===== config.mk =====
export PLATFORM = sky130hd
export DESIGN_NAME = pidc_front
export DESIGN_NICKNAME = d
export VERILOG_FILES = /design/src/rtl/pidc_pkg.sv /design/src/rtl/pidc_front.sv
export SDC_FILE = /design/constraint.sdc
export NUM_CORES = 2
export LEC_CHECK = 0
export ABC_AREA = 1
export BUFFER_PORTS_ARGS = -buffer_cell sky130_fd_sc_hd__buf_4
export CORE_MARGIN = 5
export CORE_UTILIZATION = 35
export CTS_CLUSTER_SIZE = 10
export DETAILED_ROUTE_END_ITERATION = 16
export PLACE_DENSITY_LB_ADDON = 0.05
export SYNTH_ARGS = -nofsm -noshare
export SYNTH_HDL_FRONTEND = slang
export SYNTH_SLANG_ARGS = --single-unit
export TNS_END_PERCENT = 30

===== constraint.sdc =====
create_clock -name clk_i -period 6.2 [get_ports clk_i]
set_clock_uncertainty 0.15 [all_clocks]
set_input_delay 1.24 -clock clk_i [delete_from_list [all_inputs] [get_ports clk_i]]
set_output_delay 1.24 -clock clk_i [all_outputs]
set_load 0.05 [all_outputs]

===== src/rtl/pidc_pkg.sv =====
// Shared types, codes and fixed-point constants of the clamped PID regulator.
package pidc_pkg;

  // Q16.16 angle constants: pi and 2*pi rounded to nearest.
  localparam int unsigned PI_Q        = 205887;
  localparam int unsigned TWO_PI_Q    = 411775;
  localparam int unsigned WRAP_BIAS   = TWO_PI_Q - 1 - PI_Q;
  // Reciprocal of the Q16.16 2*pi constant scaled by 2^44; the estimate it gives is low by one at most.
  localparam int unsigned RECIP_SHIFT = 44;
  localparam logic [25:0] WRAP_RECIP  = 26'((64'd1 << RECIP_SHIFT) / 64'(TWO_PI_Q));

  localparam int unsigned CFG_W      = 31;
  localparam int unsigned CFG_IDX_W  = 4;
  localparam int unsigned DATA_W     = 32;
  localparam int unsigned SUM_W      = 48;
  localparam int unsigned QUO_W      = 47;

  typedef enum logic [CFG_IDX_W-1:0] {
    CFG_GAIN_P     = 4'd0,
    CFG_GAIN_I     = 4'd1,
    CFG_GAIN_D     = 4'd2,
    CFG_P_TERM_MAX = 4'd3,
    CFG_I_TERM_MAX = 4'd4,
    CFG_D_TERM_MAX = 4'd5,
    CFG_OUTPUT_MAX = 4'd6,
    CFG_ANGLE_WRAP = 4'd7
  } cfg_idx_e;

  typedef enum logic {
    OP_STEP  = 1'b0,
    OP_CLEAR = 1'b1
  } op_e;

  // One classified transaction handed from the front end to the back end.
  typedef struct packed {
    logic               clear;
    logic signed [31:0] err;
  } item_t;

  // Gains and limits seen by the back end.
  typedef struct packed {
    logic [CFG_W-1:0] gain_p;
    logic [CFG_W-1:0] gain_i;
    logic [CFG_W-1:0] gain_d;
    logic [CFG_W-1:0] p_term_max;
    logic [CFG_W-1:0] i_term_max;
    logic [CFG_W-1:0] d_term_max;
    logic [CFG_W-1:0] output_max;
  } gains_t;

endpackage


===== src/rtl/pidc_front.sv =====
// Front end: accept transactions, form the saturated error and wrap it in angle mode.
module pidc_front #(
  parameter int unsigned DEPTH = 8
) (
  input  logic                         clk_i,
  input  logic                         rst_ni,
  input  logic                         in_valid_i,
  output logic                         in_stall_o,
  input  logic                         operation_i,
  input  logic signed [31:0]           setpoint_i,
  input  logic signed [31:0]           measured_i,
  input  logic                         angle_wrap_i,
  input  logic                         hold_i,
  input  logic [$clog2(DEPTH+1)-1:0]   queue_count_i,
  output logic                         push_o,
  output pidc_pkg::item_t              push_item_o
);

  localparam int unsigned CW = $clog2(DEPTH + 1);

  logic               accept;
  logic signed [32:0] diff;
  logic signed [31:0] err_sat;
  logic               pos_wrap, neg_wrap;
  logic [32:0]        mag;
  logic [31:0]        t_val;

  logic               v1_q, v2_q, v3_q;
  logic               clr1_q, clr2_q, clr3_q;
  logic               pos1_q, pos2_q, pos3_q;
  logic               neg1_q, neg2_q, neg3_q;
  logic signed [31:0] err1_q, err2_q, err3_q;
  logic [31:0]        t1_q;
  logic [57:0]        qprod;
  logic [13:0]        q2_q;
  logic [32:0]        m3_q;
  logic signed [33:0] e_ext, e_raw, e_fix;
  logic [CW:0]        in_flight;

  // credit: every transaction in the pipe already owns a queue slot
  assign in_flight  = (CW+1)'(queue_count_i) + (CW+1)'(v1_q) + (CW+1)'(v2_q) + (CW+1)'(v3_q);
  assign in_stall_o = hold_i || (in_flight >= (CW+1)'(DEPTH));
  assign accept     = in_valid_i && !in_stall_o;

  always_comb begin
    diff = {setpoint_i[31], setpoint_i} - {measured_i[31], measured_i};
    // saturate symmetrically to +/- (2^31 - 1): the most negative code never appears
    if (diff > 33'sh0_7FFF_FFFF) begin
      err_sat = 32'sh7FFF_FFFF;
    end else if (diff < -33'sh0_7FFF_FFFF) begin
      err_sat = 32'sh8000_0001;
    end else begin
      err_sat = diff[31:0];
    end
    pos_wrap = angle_wrap_i && (err_sat > $signed(32'(pidc_pkg::PI_Q)));
    neg_wrap = angle_wrap_i && (err_sat < -$signed(32'(pidc_pkg::PI_Q)));
    mag      = neg_wrap ? (33'd0 - {err_sat[31], err_sat}) : {err_sat[31], err_sat};
    t_val    = mag[31:0] + 32'(pidc_pkg::WRAP_BIAS);
  end

  assign qprod = 58'(t1_q) * 58'(pidc_pkg::WRAP_RECIP);

  always_comb begin
    e_ext = 34'(err3_q);
    e_raw = neg3_q ? (e_ext + $signed({1'b0, m3_q})) : (e_ext - $signed({1'b0, m3_q}));
    e_fix = e_raw;
    // estimate may be one short: apply one more turn
    if (pos3_q && (e_raw > $signed(34'(pidc_pkg::PI_Q)))) begin
      e_fix = e_raw - $signed(34'(pidc_pkg::TWO_PI_Q));
    end else if (neg3_q && (e_raw < -$signed(34'(pidc_pkg::PI_Q)))) begin
      e_fix = e_raw + $signed(34'(pidc_pkg::TWO_PI_Q));
    end
  end

  always_ff @(posedge clk_i or negedge rst_ni) begin
    if (!rst_ni) begin
      v1_q <= 1'b0;
      v2_q <= 1'b0;
      v3_q <= 1'b0;
    end else begin
      v1_q <= accept;
      v2_q <= v1_q;
      v3_q <= v2_q;
    end
  end

  always_ff @(posedge clk_i) begin
    clr1_q <= (pidc_pkg::op_e'(operation_i) == pidc_pkg::OP_CLEAR);
    pos1_q <= pos_wrap;
    neg1_q <= neg_wrap;
    err1_q <= err_sat;
    t1_q   <= t_val;
    clr2_q <= clr1_q;
    pos2_q <= pos1_q;
    neg2_q <= neg1_q;
    err2_q <= err1_q;
    q2_q   <= qprod[57:pidc_pkg::RECIP_SHIFT];
    clr3_q <= clr2_q;
    pos3_q <= pos2_q;
    neg3_q <= neg2_q;
    err3_q <= err2_q;
    m3_q   <= 33'(q2_q) * 33'(pidc_pkg::TWO_PI_Q);
  end

  assign push_o            = v3_q;
  assign push_item_o.clear = clr3_q;
  assign push_item_o.err   = (pos3_q || neg3_q) ? e_fix[31:0] : err3_q;

endmodule


==> metrics.yaml <==
cp.required_ns: 4.81
antenna_found_initial: 0
violations: "setup timing"
synth-seq-cells: 187
clk_pin_slew_ns: 0.08
globalplace.congestion: 0.9002
ys.flop_type: "dfxtp_1"
setup_viol: 45
slew_viol_final: 0
cts-root-buf: "clkbuf_16"
fill_cells: 9132
drc: 0
placed_area_um2: 38380
die_area_um2: 94650
finalCritPeriodShare_pct: 115.6
synth_cell_types: 65
final_cell_mix: "844 x inv_1, 763 x nand2_1, 728 x buf_4"
grtUsageTotal_pct: 21.66
fin_crit_ns: 7.165
maxCapViolations: 0
final_layout_size_suffix_gt1_share_pct: 24.77
grt_max_degree: 41
hold_buffers: 0
criticalPathCategory: "reg2out"
clock-sinks: 187
seq_area_frac_synth_pct: 12.12
start_util_pct: 35.20
multi_input_area_um2: 24880
fin_ws_ns: -0.9649
wl_per_cell_um: 17.00
cp_num_buf_inv: 8
final_cells: 5916
cts_tree: "yes"
hpwl_um: 90560
path_max_fanout: 6
clockBufferDepth: 2
start_kind: "flop"
final_nets: 5653
num_vias: 27337
drtPass1Iterations: 6
synth_enable_flop_cells: 0
max_slew_margin_pct: 40.59
grt_pass1_wl_um: 161000
critPathCaptureType: "primary output"
syn_inst: 3973
hold_class: "reg2reg"
rows: 109
diodes: 0
cts_buffers: 17
clk_latency_ns: 0.49
viasPerCell: 4.621
status: "finished with violations"
rsz0062_at_grt: "true"
numPlacedInstances: 5845
hold_viol_final: 0
synthToLayoutAreaGrowth_pct: 29.66
syn_area_per_cell_um2: 7.805
tightest_slew_ns: 0.8796
ys_warn_count: 0
cp_slowest_cell: "nor4_4"
dieHeight_um: 307.7
drtIter0Drc: 1434
portBuffers: 108
fp.coreArea_um2: 88100
async_reset_ff_share_pct: 1.604
fmax_ghz: 0.1396
overflow: 0
ios: 109
critical-path-top-delay-family: "simple AND/OR/NAND/NOR gates"
syn-num-nets: 4888
drtAntennaViolNets: 0
layout.cells.most_common: "inv_1"
ff_latch_area_um2: 3802
slowest_delay_ns: 0.36
critPathArrivalTime_ns: 5.77
wirelength_um: 100600
grt_pass1_vias: 28535
netlist_area_um2: 31010
design_area_um2: 40210
htree_levels: 4
fp.dieW_um: 307.7
## what timing repair did
item | 4_1_cts | 5_1_grt
buffers inserted | 30 | 9
endpoints found under the hold margin | 0 | 0
gates cloned | 1 | 0
endpoints found under the setup margin | 49 | 53
pin swaps | 39 | 44
gates resized for setup | 175 | 97
## cell usage after synthesis (46+ instances only)
cell type | number | area, µm²
inv_1 | 854 | 3206
nand2_1 | 799 | 2999
ha_1 | 424 | 5305
fa_1 | 417 | 8348
nor2_1 | 277 | 1040
nand3_1 | 189 | 945.9
dfxtp_1 | 184 | 3684
a21oi_1 | 179 | 895.9
xor2_1 | 102 | 893.4
o21ai_0 | 88 | 440.4
nand2_2 | 51 | 319.1
nand4_1 | 46 | 287.8
## sequential cells by signal, indices dropped and copies added, names as in the netlist
name / count
clr3_q: 1
neg2_q: 1
err1_q: 32
neg1_q: 1
pos2_q: 1
m3_q: 33
v2_q: 1
q2_q: 14
t1_q: 32
clr1_q: 1
pos3_q: 1
clr2_q: 1
err2_q: 32
v1_q: 1
neg3_q: 1
pos1_q: 1
err3_q: 32
push_o: 1
## routing by layer
layer / track usage (%) / routed length [µm]
met3: 1.712 / 2778
met1: 30.36 / 48030
met5: 0 / 0
met2: 37.53 / 48490
met4: 3.269 / 1251
## path summary, 6_finish.rpt
| check | start | end | slack, ns | cells after the start |
|---|---|---|---|---|
| worst max-delay path | m3_q[1]$_DFF_P_ | push_item_o[4] | -0.96 | 35 |
| worst min-delay path | err2_q[24]$_DFF_P_ | err3_q[24]$_DFF_P_ | 0.17 | 0 |
| worst max register to register | t1_q[10]$_DFF_P_ | q2_q[6]$_DFF_P_ | -0.69 | 23 |
| worst min register to register | err2_q[24]$_DFF_P_ | err3_q[24]$_DFF_P_ | 0.17 | 0 |
| max in group asynchronous | rst_ni | v1_q$_DFF_PN0_ | 5.40 | 1 |
| min in group asynchronous | rst_ni | v2_q$_DFF_PN0_ | 0.40 | 1 |
## cells by family (layout without fill, tap and decap cells)
kind of cell,count (synthesis),after routing,share of synthesized area (%)
adder cells (fa/ha/maj),841,841,44.03
AO/OA/AOI/OAI,386,386,7.190
XOR/XNOR,145,145,4.120
buffers and inverters,916,1694,11.38
flip-flops,187,187,12.12
AND/OR/NAND/NOR,1498,1498,21.16
## per-stage QoR
step,hold WS [ns],utilization (%),worst slack [ns],setup TNS (ns)
3_5_place_dp,0.1621,43.56,-0.8489,-28.85
3_3_place_gp,0.1600,43.56,-0.9066,-28.74
2_1_floorplan,0.1596,-,-0.1367,-2.412
4_1_cts,0.1728,45.20,-0.9849,-33.07
6_report,0.1707,45.64,-0.9649,-30.99
5_1_grt,0.1763,45.64,-1.340,-48.51
## area by class of cell
type / instances / share of cell area [%]
Clock buffer: 17 / 1.058
Clock inverter: 15 / 0.5073
Inverter: 888 / 8.312
Multi-Input combinational cell: 2870 / 61.89
Sequential cell: 187 / 9.457
Tap cell: 1165 / 3.625
Timing Repair Buffer: 774 / 15.15
Power is not shown: default switching activity piles up to over one toggle a cycle in this logic, so the estimate is an artifact.
