<file path="src/rtl/pidc_pkg.sv">
// Shared types, codes and fixed-point constants of the clamped PID regulator.
package pidc_pkg;

  // Q16.16 angle constants: pi and 2*pi rounded to nearest.
  localparam int unsigned PI_Q        = 205887;
  localparam int unsigned TWO_PI_Q    = 411775;
  localparam int unsigned WRAP_BIAS   = TWO_PI_Q - 1 - PI_Q;
  // Reciprocal of the Q16.16 2*pi constant scaled by 2^44; the estimate it gives is low by one at most.
  localparam int unsigned RECIP_SHIFT = 44;
  localparam logic [25:0] WRAP_RECIP  = 26'((64'd1 << RECIP_SHIFT) / 64'(TWO_PI_Q));

  localparam int unsigned CFG_W      = 31;
  localparam int unsigned CFG_IDX_W  = 4;
  localparam int unsigned DATA_W     = 32;
  localparam int unsigned SUM_W      = 48;
  localparam int unsigned QUO_W      = 47;

  typedef enum logic [CFG_IDX_W-1:0] {
    CFG_GAIN_P     = 4'd0,
    CFG_GAIN_I     = 4'd1,
    CFG_GAIN_D     = 4'd2,
    CFG_P_TERM_MAX = 4'd3,
    CFG_I_TERM_MAX = 4'd4,
    CFG_D_TERM_MAX = 4'd5,
    CFG_OUTPUT_MAX = 4'd6,
    CFG_ANGLE_WRAP = 4'd7
  } cfg_idx_e;

  typedef enum logic {
    OP_STEP  = 1'b0,
    OP_CLEAR = 1'b1
  } op_e;

  // One classified transaction handed from the front end to the back end.
  typedef struct packed {
    logic               clear;
    logic signed [31:0] err;
  } item_t;

  // Gains and limits seen by the back end.
  typedef struct packed {
    logic [CFG_W-1:0] gain_p;
    logic [CFG_W-1:0] gain_i;
    logic [CFG_W-1:0] gain_d;
    logic [CFG_W-1:0] p_term_max;
    logic [CFG_W-1:0] i_term_max;
    logic [CFG_W-1:0] d_term_max;
    logic [CFG_W-1:0] output_max;
  } gains_t;

endpackage

</file>
<file path="src/rtl/pidc_bound_div.sv">
// Bit-serial divider forming the integral sum bound (i_term_max << 16) / gain_i.
module pidc_bound_div (
  input  logic                           clk_i,
  input  logic                           rst_ni,
  input  logic                           start_i,
  input  logic [pidc_pkg::CFG_W-1:0]     divisor_i,
  input  logic [pidc_pkg::CFG_W-1:0]     i_term_max_i,
  output logic                           busy_o,
  output logic [pidc_pkg::SUM_W-1:0]     bound_o
);

  localparam int unsigned QW   = pidc_pkg::QUO_W;
  localparam int unsigned CNTW = $clog2(QW + 1);

  logic                           busy_q, busy_d;
  logic [CNTW-1:0]                cnt_q, cnt_d;
  logic [QW-1:0]                  num_q, num_d;
  logic [pidc_pkg::DATA_W-1:0]    rem_q, rem_d;
  logic [pidc_pkg::SUM_W-1:0]     bound_q, bound_d;
  logic [pidc_pkg::DATA_W-1:0]    rem_sh;
  logic                           ge;

  assign rem_sh = {rem_q[pidc_pkg::DATA_W-2:0], num_q[QW-1]};
  assign ge     = rem_sh >= {1'b0, divisor_i};

  always_comb begin
    busy_d  = busy_q;
    cnt_d   = cnt_q;
    num_d   = num_q;
    rem_d   = rem_q;
    bound_d = bound_q;
    if (start_i) begin
      // restart on every write: the newest register values win
      num_d = {i_term_max_i, 16'd0};
      rem_d = '0;
      cnt_d = CNTW'(QW);
      if (divisor_i == '0) begin
        busy_d  = 1'b0;
        bound_d = '0;
      end else begin
        busy_d = 1'b1;
      end
    end else if (busy_q) begin
      rem_d = ge ? (rem_sh - {1'b0, divisor_i}) : rem_sh;
      num_d = {num_q[QW-2:0], ge};
      cnt_d = cnt_q - 1'b1;
      if (cnt_q == CNTW'(1)) begin
        busy_d  = 1'b0;
        bound_d = {1'b0, num_d};
      end
    end
  end

  always_ff @(posedge clk_i or negedge rst_ni) begin
    if (!rst_ni) begin
      busy_q  <= 1'b0;
      cnt_q   <= '0;
      bound_q <= '0;
    end else begin
      busy_q  <= busy_d;
      cnt_q   <= cnt_d;
      bound_q <= bound_d;
    end
  end

  always_ff @(posedge clk_i) begin
    num_q <= num_d;
    rem_q <= rem_d;
  end

  assign busy_o  = busy_q;
  assign bound_o = bound_q;

endmodule

</file>
<file path="config.mk">
export PLATFORM = sky130hd
export DESIGN_NAME = pidc_bound_div
export DESIGN_NICKNAME = d
export VERILOG_FILES = /design/src/rtl/pidc_pkg.sv /design/src/rtl/pidc_bound_div.sv
export SDC_FILE = /design/constraint.sdc
export NUM_CORES = 1
export LEC_CHECK = 0
export BUFFER_PORTS_ARGS = -buffer_cell sky130_fd_sc_hd__buf_2
export CORE_ASPECT_RATIO = 1.75
export CORE_MARGIN = 4
export CORE_UTILIZATION = 62
export DETAILED_ROUTE_END_ITERATION = 10
export PLACE_DENSITY = 0.9
export SLEW_MARGIN = 0
export SYNTH_ARGS = -nofsm -noshare
export SYNTH_HDL_FRONTEND = slang
export SYNTH_SLANG_ARGS = --single-unit
export TNS_END_PERCENT = 50
</file>
<file path="constraint.sdc">
create_clock -name clk_i -period 7.2 [get_ports clk_i]
set_clock_uncertainty 0.05 [all_clocks]
set_input_delay 1.08 -clock clk_i [delete_from_list [all_inputs] [get_ports clk_i]]
set_output_delay 1.08 -clock clk_i [all_outputs]
set_load 0.01 [all_outputs]
</file>
==> run_results.csv <==
group,metric,value,unit
floorplan,die_h,153,um
grt,track_usage,0.271,
min_path,hold_path_end,"bound_o[28]$_DFFE_PN0P_",
clock_tree,cts_max_path_buffers,2,
floorplan,die_w,90.9,um
synthesis,synth_top_family_by_area,"compound AO/OA/AOI/OAI gates",
sta,final.min_clock_period,3.80,ns
clock_tree,clk_pin_slew,0.06,ns
routing,route.vias.total,6253,
floorplan,die-area,13900,um^2
routing,viasPerCell,6.15,
clock_tree,cts_tree,"done",
synthesis,syn_area,7460,um^2
place,place.gp.congestion,0.955,
routing,drt_first_pass_iters,5,
place,port-buffer-count,112,
worst_setup_path,cp.required,7.46,ns
synthesis,synth_edf_count,31,
worst_setup_path,worstSetupStartpointType,"primary input",
place,place_hpwl,12800,um
synthesis,ys_warn_count,0,
synthesis,synth.distinct_cells,73,
min_path,min_from,"bound_o[28]$_DFFE_PN0P_",
floorplan,initial_utilization,0.637,
grt,grt_max_degree,79,
run,drv_cap,0,
worst_setup_path,reg2reg_slack,3.75,ns
worst_setup_path,crit_path_max_fanout,31,
synthesis,synthAdderAreaFrac,0.0580,
synthesis,yosys_most_used_dff,"dfrtp_1",
final_layout,syn2layout_area_growth,15.6,%
synthesis,syn_nets,877,
sta,tightest_slew,0.775,ns
power,seqPwrFrac,0.331,
synthesis,synth_area_per_cell,9.59,um^2
final_layout,num_antenna_cells,0,
clock_tree,cts.sinks,132,
power,swShare,0.358,
sta,max_freq,263,MHz
routing,wl_per_cell,18.5,um
clock_tree,postCtsHoldBufs,0,
final_layout,stdcell_count,1016,
sta,setup_violations,0,
power,switchingPower,1000,uW
clock_tree,cts_setup_buffers,0,
sta,relSlewSlack,0.476,
floorplan,ios,114,
routing,wirelength,18800,um
routing,drtAntennaViolNets,0,
floorplan,rows,52,
routing,drtIter0Drc,332,
clock_tree,clock_latency,0.42,ns
synthesis,synth_xor_area_frac,0.0282,
sta,rsz0062_at_grt,"false",
worst_setup_path,cp.arrival,4.06,ns
synthesis,netlist_instances,778,
power,p_clk_frac,0.311,
run_status,outcome,"finished, final reports clean",
synthesis,synth_seq_cells,132,
worst_setup_path,r2r-end,"rem_q[26]$_SDFFE_PP0P_",
clock_tree,cts_buffers,17,
sta,timing.setup.tns,0,ns
routing,drc,0,
grt,grt_remaining_overflow,0,
sta,layout_setup_ws,3.40,ns
grt,antenna_found_initial,0,
synthesis,ys_async_sr_fraction,0.409,
synthesis,muxShareOfSynthArea,0.0471,
power,combPwrFrac,0.359,
synthesis,synthSimpleGateAreaFrac,0.154,
place,placed_cells,984,
clock_tree,cts_resized,0,
place,dp_slack,2.98,ns
sta,drv_slew,0,
worst_setup_path,timing.rr.start,"num_q[46]$_DFFE_PP_",
power,p_leak,0.00401,uW
clock_tree,cts_root_buffer,"clkbuf_16",
worst_setup_path,end_kind,"flop",
power,p_int,1800,uW
min_path,min_path_type,"reg2reg",
final_layout,fin_nets,967,
grt,grt_pass1_vias,6335,
power,power,2800,uW
worst_setup_path,crit_type,"in2reg",
synthesis,synth-compound-area-share,0.229,
final_layout,drive_above_1_share,0.220,
synthesis,yosysSeqAreaShare,0.432,
sta,finalHoldViolCount,0,
grt,grt_first_pass_wirelength,30300,um
worst_setup_path,reg2reg_depth,12,
sta,finalCritPeriodShare,0.528,
power,vdd_drop_max,0.000184,V
floorplan,core,11700,um^2
power,power.density,324,nW/um^2
clock_tree,h-tree-depth,4,
min_path,whs_path_depth,2,
[cell usage after synthesis (3+ instances only)]
library cell  number  area (um^2)
a211oi_1          23          173
a211oi_2           9          113
a21o_1             6         45.0
a21oi_1           28          140
a21oi_2            4         35.0
a22o_1            47          412
a31oi_1            5         31.3
and3_1             4         25.0
buf_2              9         45.0
buf_6              3         33.8
clkbuf_1          32          120
dfrtp_1           54         1350
dfxtp_1           47          941
edfxtp_1          31          931
ha_1              33          413
inv_1             44          165
mux2i_1           34          340
nand2_1           65          244
nand2b_1          43          269
nand3_1            7         35.0
nand4_1            8         50.1
nor2_1            65          244
nor2b_1            3         18.8
nor3_1             5         25.0
nor4_1            10         62.6
o211ai_1           5         37.5
o21a_1             7         52.6
o21ai_0           49          245
o21ai_1           13         65.1
o21ai_2            3         26.3
or3_1              4         25.0
xnor2_1           15          131
xor2_1             9         78.8
[worst max-delay path by stage]
| stage | start | endpoint | slack [ns] | cells past startpoint |
|---|---|---|---|---|
| 2_1_floorplan | divisor_i[0] | rem_q[26]$_SDFFE_PP0P_ | 3.75 | 11 |
| 3_3_place_gp | divisor_i[0] | rem_q[26]$_SDFFE_PP0P_ | 3.07 | 12 |
| 3_5_place_dp | divisor_i[0] | rem_q[26]$_SDFFE_PP0P_ | 2.98 | 12 |
| 4_1_cts | divisor_i[0] | rem_q[26]$_SDFFE_PP0P_ | 3.41 | 12 |
| 5_1_grt | divisor_i[0] | rem_q[29]$_SDFFE_PP0P_ | 3.15 | 13 |
| 6_report | divisor_i[0] | rem_q[26]$_SDFFE_PP0P_ | 3.40 | 12 |
[power groups by stage]
stage                     clock [uW]  sequential, uW  combinational, uW
after floorplan                    0             914                820
after global placement             0             933                964
after detailed placement           0             937                979
after CTS                        874             923                995
after global routing             912             935               1100
final                            870             925               1000
[layout by cell type, fill, tap and decap left out, types with 28 or more instances in the layout]
master,n
a21oi_1,28
a22o_1,47
buf_2,111
dfrtp_1,53
dfxtp_1,47
edfxtp_1,31
ha_1,33
inv_1,44
mux2i_1,34
nand2_1,64
nand2b_1,43
nor2_1,64
o21ai_0,49
[critical path, cell delays in order]
cell and delay, ns:
buf_2 0.12, ha_1 0.22, fa_1 0.41, nand2b_1 0.19
a21oi_2 0.23, o21ai_1 0.12, nand3_2 0.13, a31oi_2 0.07
o21ai_4 0.44, buf_4 0.46, mux2_2 0.38, a22o_1 0.17
[state kept, by name (all words and copies together), names as in the netlist]
name	cells
bound_o	47
num_q	47
rem_q	31
cnt_q	6
busy_o	1
[cell type report]
cell class	instances	area (um^2)
Clock buffer	19	464
Clock inverter	13	134
Fill cell	819	3080
Inverter	44	165
Multi-Input combinational cell	554	3860
Sequential cell	132	3220
Tap cell	135	169
Timing Repair Buffer	119	616
[logic make-up (layout without fill, tap and decap cells)]
kind of cell | Yosys count | in the layout
mux | 35 | 35
compound gates | 230 | 230
buf+inv | 92 | 195
simple gates | 230 | 230
flops | 132 | 132
other cells | 1 | 1
fa+ha+maj | 34 | 34
xor+xnor | 24 | 24
[through the flow]
step | hold slack (ns) | area (um^2) | utilization
after floorplan | 0.407 | 7460 | -
after global placement | 0.406 | 8030 | 0.686
after detailed placement | 0.416 | 8030 | 0.686
after CTS | 0.430 | 8630 | 0.737
after global routing | 0.459 | 8630 | 0.737
final | 0.423 | 8630 | 0.737
[per-layer routing]
metal | track usage | part of all wire | up-vias
met5 | 0 | 0 | -
met4 | 0.137 | 0.041 | 0
met3 | 0.0433 | 0.050 | 52
met2 | 0.496 | 0.54 | 220
met1 | 0.297 | 0.37 | 3001
li1 | - | - | 2980
(Power assumes the default switching activity.)
