===== config.mk =====
export PLATFORM = sky130hd
export DESIGN_NAME = pidc_queue
export DESIGN_NICKNAME = d
export VERILOG_FILES = /design/src/rtl/pidc_pkg.sv /design/src/rtl/pidc_queue.sv
export SDC_FILE = /design/constraint.sdc
export NUM_CORES = 1
export LEC_CHECK = 0
export BUFFER_PORTS_ARGS = -buffer_cell sky130_fd_sc_hd__buf_2
export CAP_MARGIN = 15
export CORE_MARGIN = 2
export CORE_UTILIZATION = 34
export DETAILED_ROUTE_END_ITERATION = 8
export PLACE_DENSITY = 0.5
export SLEW_MARGIN = 20
export SYNTH_ARGS = -nofsm -noshare
export SYNTH_HDL_FRONTEND = slang
export SYNTH_SLANG_ARGS = --single-unit

===== constraint.sdc =====
create_clock -name clk_i -period 4.85 [get_ports clk_i]
set_input_delay 0.97 -clock clk_i [delete_from_list [all_inputs] [get_ports clk_i]]
set_output_delay 0.97 -clock clk_i [all_outputs]
set_load 0.03 [all_outputs]

===== src/rtl/pidc_pkg.sv =====
// Shared types, codes and fixed-point constants of the clamped PID regulator.
package pidc_pkg;

  // Q16.16 angle constants: pi and 2*pi rounded to nearest.
  localparam int unsigned PI_Q        = 205887;
  localparam int unsigned TWO_PI_Q    = 411775;
  localparam int unsigned WRAP_BIAS   = TWO_PI_Q - 1 - PI_Q;
  // Reciprocal of the Q16.16 2*pi constant scaled by 2^44; the estimate it gives is low by one at most.
  localparam int unsigned RECIP_SHIFT = 44;
  localparam logic [25:0] WRAP_RECIP  = 26'((64'd1 << RECIP_SHIFT) / 64'(TWO_PI_Q));

  localparam int unsigned CFG_W      = 31;
  localparam int unsigned CFG_IDX_W  = 4;
  localparam int unsigned DATA_W     = 32;
  localparam int unsigned SUM_W      = 48;
  localparam int unsigned QUO_W      = 47;

  typedef enum logic [CFG_IDX_W-1:0] {
    CFG_GAIN_P     = 4'd0,
    CFG_GAIN_I     = 4'd1,
    CFG_GAIN_D     = 4'd2,
    CFG_P_TERM_MAX = 4'd3,
    CFG_I_TERM_MAX = 4'd4,
    CFG_D_TERM_MAX = 4'd5,
    CFG_OUTPUT_MAX = 4'd6,
    CFG_ANGLE_WRAP = 4'd7
  } cfg_idx_e;

  typedef enum logic {
    OP_STEP  = 1'b0,
    OP_CLEAR = 1'b1
  } op_e;

  // One classified transaction handed from the front end to the back end.
  typedef struct packed {
    logic               clear;
    logic signed [31:0] err;
  } item_t;

  // Gains and limits seen by the back end.
  typedef struct packed {
    logic [CFG_W-1:0] gain_p;
    logic [CFG_W-1:0] gain_i;
    logic [CFG_W-1:0] gain_d;
    logic [CFG_W-1:0] p_term_max;
    logic [CFG_W-1:0] i_term_max;
    logic [CFG_W-1:0] d_term_max;
    logic [CFG_W-1:0] output_max;
  } gains_t;

endpackage


===== src/rtl/pidc_queue.sv =====
// Small FIFO of classified transactions between front and back end.
module pidc_queue #(
  parameter int unsigned DEPTH = 8
) (
  input  logic                         clk_i,
  input  logic                         rst_ni,
  input  logic                         push_i,
  input  pidc_pkg::item_t              push_item_i,
  input  logic                         pop_i,
  output logic                         valid_o,
  output pidc_pkg::item_t              head_o,
  output logic [$clog2(DEPTH+1)-1:0]   count_o
);

  localparam int unsigned PW = $clog2(DEPTH);
  localparam int unsigned CW = $clog2(DEPTH + 1);

  pidc_pkg::item_t mem_q [DEPTH];
  logic [PW-1:0]   wr_ptr_q, rd_ptr_q;
  logic [CW-1:0]   count_q, count_d;

  always_comb begin
    count_d = count_q;
    if (push_i && !pop_i) begin
      count_d = count_q + 1'b1;
    end else if (pop_i && !push_i) begin
      count_d = count_q - 1'b1;
    end
  end

  always_ff @(posedge clk_i or negedge rst_ni) begin
    if (!rst_ni) begin
      wr_ptr_q <= '0;
      rd_ptr_q <= '0;
      count_q  <= '0;
    end else begin
      if (push_i) begin
        wr_ptr_q <= wr_ptr_q + 1'b1;
      end
      if (pop_i) begin
        rd_ptr_q <= rd_ptr_q + 1'b1;
      end
      count_q <= count_d;
    end
  end

  always_ff @(posedge clk_i) begin
    if (push_i) begin
      mem_q[wr_ptr_q] <= push_item_i;
    end
  end

  assign valid_o = (count_q != '0);
  assign head_o  = mem_q[rd_ptr_q];
  assign count_o = count_q;

  a_no_overflow: assert property (@(posedge clk_i) disable iff (!rst_ni)
    (push_i && !pop_i) |-> (count_q < CW'(DEPTH)))
    else $error("queue written while full");

  a_no_underflow: assert property (@(posedge clk_i) disable iff (!rst_ni)
    pop_i |-> (count_q != '0))
    else $error("queue read while empty");

endmodule


==> results of run 1 <==
-- synthesized netlist by cell type, types with 2 or more instances --
| master | instances |
|---|---|
| edfxtp_1 | 264 |
| or4_1 | 2 |
| nor3_1 | 3 |
| mux2_2 | 10 |
| nand2b_1 | 3 |
| mux4_1 | 11 |
| a21oi_1 | 2 |
| buf_2 | 8 |
| nand3_1 | 2 |
| o211ai_1 | 2 |
| nor2_1 | 6 |
| mux2_1 | 2 |
| mux4_2 | 55 |
| mux2_4 | 24 |
| clkbuf_4 | 2 |
| nand2_1 | 6 |
| buf_12 | 4 |
| xor2_1 | 2 |
| inv_1 | 2 |
| ha_1 | 5 |
| clkbuf_1 | 5 |
| dfrtp_1 | 10 |
| xnor2_1 | 4 |
-- per-stage QoR --
stage | utilization | hold WS (ns)
finish | 0.406 | 0.285
global route | 0.406 | 0.283
CTS | 0.406 | 0.268
detailed placement | 0.376 | 0.548
global placement | 0.376 | 0.517
floorplan | - | 0.498
-- cell families after synthesis --
family	Yosys count
buf+inv	22
compound gates	6
fa+ha+maj	6
mux	103
flops	274
xor+xnor	6
simple gates	24
-- area by class of cell --
class                           instances  area (um2)  area share
Inverter                                2        7.51    0.000602
Sequential cell                       274        8190       0.656
Timing Repair Buffer                   85         478      0.0383
Multi-Input combinational cell        145        2380       0.191
Clock buffer                           38         810      0.0649
Tap cell                              396         495      0.0397
Clock inverter                         16         113     0.00903
-- per-layer routing --
metal | vias up | GRT usage
met3 | 44 | 0.0256
met4 | 4 | 0.0367
li1 | 2071 | -
met5 | - | 0
met1 | 2482 | 0.175
met2 | 121 | 0.213
-- worst paths after layout --
kind                       slack (ns)        start  cells after the start      endpoint
setup / recovery                 1.01  rd_ptr_q[0]                      4    head_o[18]
hold / removal                   0.28       rst_ni                      1    count_o[0]
setup reg to reg                 2.62  wr_ptr_q[1]                      3  mem_q[1][32]
hold reg to reg                  0.56   count_o[2]                      2    count_o[2]
max in group asynchronous        4.34       rst_ni                      1   rd_ptr_q[0]
min in group clk_i               0.56   count_o[2]                      2    count_o[2]
-- sequential cells by signal, summed over array words and instances (netlist names) --
name      count
mem_q       264
rd_ptr_q      3
count_o       4
wr_ptr_q      3
-- power breakdown --
part	internal (mW)	total [mW]	switching, mW
logic	1.17	2.51	1.34
clock network	1.23	2.08	0.860
registers	2.98	3.35	0.371
total	5.38	7.95	2.57
-- critical path, stage by stage, from the launching register on --
cell     delay (ns)
dfrtp_4        0.85
buf_12         0.37
mux4_1         0.60
mux2_4         0.27
buf_2          0.17
==> results.yml, run 1 <==
logic_synthesis:
  synth_warnings: 0
  yosys_register_bits: 274
  synth-xor-area-share: 0.00492
  synth-edff-count: 264
  synth_compound_area_frac: 0.00387
  synthArstFlopShare: 0.0365
  synth_largest_area_cell: "edfxtp_1"
  synth-main-ff-cell: "edfxtp_1"
  muxShareOfSynthArea: 0.190
  synth_area_leaders: "edfxtp_1, mux4_2, mux2_4"
  syn_inst: 441
  avgSynthCellArea_um2: 24.2
  synthSimpleGateAreaFrac: 0.0110
  ys_types: 30
  netlist_area_um2: 10700
  synth_top_area_share: 0.742
  synthesis.nets: 484
  synth.yosys.seq_area_share: 0.766
  synth_top_family_by_area: "multiplexers"
  synth_fa_ha_area_frac: 0.00773
job:
  drv_cap: 0
cts:
  post_cts_resized: 0
  cts_tree: "done"
  cts_sinks: 274
  clkLatencyLatePin_ns: 0.54
  cts_setup_buffers: 0
  numCtsBuffers: 29
  cts-root-buf: "clkbuf_16"
  postCtsHoldBufs: 0
  clockBufferDepth: 3
  path_clk_slew_ns: 0.06
  cts_max_level: 1
global_route:
  antenna_found_initial: 2
  grt_pass1_vias: 5144
  grt_first_pass_wirelength_um: 31800
  overflow: 0
  grt_max_degree: 69
  grt_usage: 0.129
timing:
  final_max_slew_viol_count: 0
  rsz0062_at_grt: "no"
  period_minus_slack_ns: 3.84
  worst_pin_slew_ns: 1.06
  fmax_ghz: 0.261
  hold_viol_final: 0
  finalSetupViolCount: 0
  period_share: 0.791
  fin_ws_ns: 1.01
  setup-tns-final_ns: 0
  slew_headroom: 0.296
  skew_ns: 0.0164
final_layout:
  layout_common_cells: "edfxtp_1, buf_2, mux4_2, clkbuf_16, mux2_4"
  antenna_cells: 0
  nFillCells: 2773
  layout_commonest_cell: "edfxtp_1"
  nNetsFinal: 580
  final_cell_area_um2: 12500
  stdcell_count: 956
  drive_gt1_frac: 0.413
  syn_to_final_growth_pct: 16.8
worst_setup_path:
  cp.arrival_ns: 2.87
  critPathCaptureType: "output port"
  critPathKind: "reg -> out"
  cp.required_ns: 3.88
  worstPathMaxFanout: 36
  critPathLaunchType: "flip-flop"
die:
  die_width_um: 181
  start_util: 0.347
  core_area_um2: 30700
  dieArea_um2: 32800
  io_pins: 75
  dieHeight_um: 181
  row_count: 64
routing:
  vias: 4722
  drtAntennaViolNets: 0
  drtIter0Drc: 272
  met1_length_um: 9270
  met2_length_um: 10200
  vias_per_cell: 4.94
  top_layer_used: "met5"
  wl_met3_um: 966
  routed_wl_um: 21000
  first_pass_iters: 4
  drc: 0
  wire_per_inst_um: 21.9
worst_hold_path:
  hp-class: "in -> async"
placed_design:
  pre_cts_slack_ns: 1.49
  gp_congestion: 0.674
  portBuffers: 74
  detailed_place_hpwl_um: 11900
  place_inst: 902
  place_area_um2: 11500
pwr:
  powerDensity_nw_per_um2: 637
  peakVddDrop_v: 0.000335
  total_power_mw: 7.95
  leakagePower_nw: 4.16
status:
  status: "completed"
Power figures use the tool's default switching activity.
==> run 2: changes to the inputs <==
clock period = 3.9 ns   (was 4.85 ns; I/O delays follow)
==> run 2 against run 1 <==
  * Clock skew fell by 0.0035 ns
  * Via count grew 1.9%
  * Wire length grew 4.4%
  * Hold slack got worse by 0.19 ns
  * Global-route usage increased by 0.48 points
  * Final cell count grew 0.84%
  * Flip-flop and latch count did not move
  * Utilization up 0.45 points
  * Register-to-register slack got worse by 0.74 ns
  * Critical path depth is the same
  * Clock power up 29%
  * Non-clock buffer count increased by 5
  * Largest cell class unchanged
  * Largest power group unchanged
  * Highest routed layer unchanged
==> results.yml, run 2 (synthesized netlist as in run 1, its figures left out) <==
timing:
  slew_headroom: 0.489
  period_minus_slack_ns: 3.54
  worst_pin_slew_ns: 0.765
  finalHoldWorstSlack_ns: 0.0974
  rsz0062_at_grt: "no"
  fmax_ghz: 0.282
  fin_ws_ns: 0.359
  setup-tns-final_ns: 0
  skew_ns: 0.0129
  final_max_slew_viol_count: 0
  finalSetupViolCount: 0
  period_share: 0.908
  hold_viol_final: 0
pwr:
  internal-power_mw: 6.81
  switchingPower_mw: 3.27
  power_frac_comb: 0.328
  leakagePower_nw: 4.21
  total_power_mw: 10.1
  peakVddDrop_v: 0.000364
  clockPowerShare: 0.267
  powerDensity_nw_per_um2: 799
  swShare: 0.324
  pwr-share-seq: 0.406
placed_design:
  portBuffers: 74
  pre_cts_slack_ns: 0.838
  place_area_um2: 11700
  detailed_place_hpwl_um: 12300
  place_inst: 907
  gp_congestion: 0.660
cts:
  cts-root-buf: "clkbuf_16"
  numCtsBuffers: 31
  cts_tree: "done"
  cts_max_level: 1
  path_clk_slew_ns: 0.06
  cts_sinks: 274
  clkLatencyLatePin_ns: 0.55
  postCtsHoldBufs: 0
  clockBufferDepth: 3
  post_cts_resized: 0
  cts_setup_buffers: 0
worst_setup_path:
  critPathLaunchType: "flip-flop"
  crit_path_top_delay_cell: "dfrtp_4"
  cp.arrival_ns: 2.76
  critPathCaptureType: "output port"
  worstPathMaxFanout: 29
  cp.required_ns: 3.12
  critical-path-max-stage-delay_ns: 0.82
  critPathKind: "reg -> out"
  crit_path_cell_trace: "buf_4 -> mux4_1 -> mux2_4 -> buf_2"
routing:
  drtIter0Drc: 344
  vias_per_cell: 4.99
  wire_per_inst_um: 22.7
  vias: 4811
  routed_wl_um: 21900
  drc: 0
  first_pass_iters: 4
  drtAntennaViolNets: 0
final_layout:
  final_cell_area_um2: 12600
  nNetsFinal: 587
  drive_gt1_frac: 0.412
  layout_commonest_cell: "edfxtp_1"
  antenna_cells: 0
  syn_to_final_growth_pct: 18.1
  largest_reg_flops: 264
  fin_util: 0.410
  largest-register: "mem_q"
  stdcell_count: 964
  layout_common_cells: "edfxtp_1, buf_2, mux4_2, clkbuf_16, mux2_4"
global_route:
  grt_pass1_vias: 5288
  overflow: 0
  grt_usage: 0.134
  grt_first_pass_wirelength_um: 33000
  grt_max_degree: 42
  antenna_found_initial: 2
die:
  row_count: 64
  core_area_um2: 30700
  dieHeight_um: 181
  dieArea_um2: 32800
  die_width_um: 181
  io_pins: 75
  start_util: 0.347
status:
  status: "completed"
job:
  drv_cap: 0
worst_hold_path:
  hp-class: "in -> async"
run 2: cell count changes in the layout (fill, tap and decap cells not counted), sizes merged:
cell | previous run | this run
inv | 4 | 3
buf | 85 | 90
clkbuf | 38 | 37
clkinv | 11 | 15
bufinv | 1 | 2
run 2: cell type report:
cell class | instances | area [um2]
Tap cell | 396 | 495
Timing Repair Buffer | 90 | 591
Clock inverter | 20 | 150
Clock buffer | 37 | 798
Sequential cell | 274 | 8190
Fill cell | 2754 | 18100
Multi-Input combinational cell | 145 | 2380
Inverter | 2 | 7.51
run 2: power groups by stage:
stage	logic [mW]	clock network, mW	registers [mW]
5_1_grt	3.54	2.88	4.15
4_1_cts	3.40	2.76	4.11
6_report	3.30	2.69	4.09
2_1_floorplan	2.63	0	3.92
3_3_place_gp	3.36	0	4.15
3_5_place_dp	3.39	0	4.17
run 2: metal layers:
metal	routed length, um	vias to the layer above	track usage
li1	-	2087	-
met1	9360	2568	0.174
met2	10900	120	0.229
met3	1120	32	0.0288
met4	457	4	0.0348
met5	24	-	0
run 2: final timing paths:
kind	from	cells after the start	end	slack, ns
max	rd_ptr_q[0]	4	head_o[17]	0.36
min	rst_ni	1	count_o[3]	0.1
max reg2reg	wr_ptr_q[2]	3	mem_q[3][0]	1.88
min reg2reg	count_o[2]	2	count_o[2]	0.56
max in group asynchronous	rst_ni	1	rd_ptr_q[1]	3.58
min in group clk_i	pop_i	2	rd_ptr_q[0]	0.49
run 2: worst max-delay path, delay by kind of cell (launching register included):
family	cells	cell delay [ns]
multiplexers	2	0.86
flip-flops	1	0.82
buffers and inverters	2	0.53
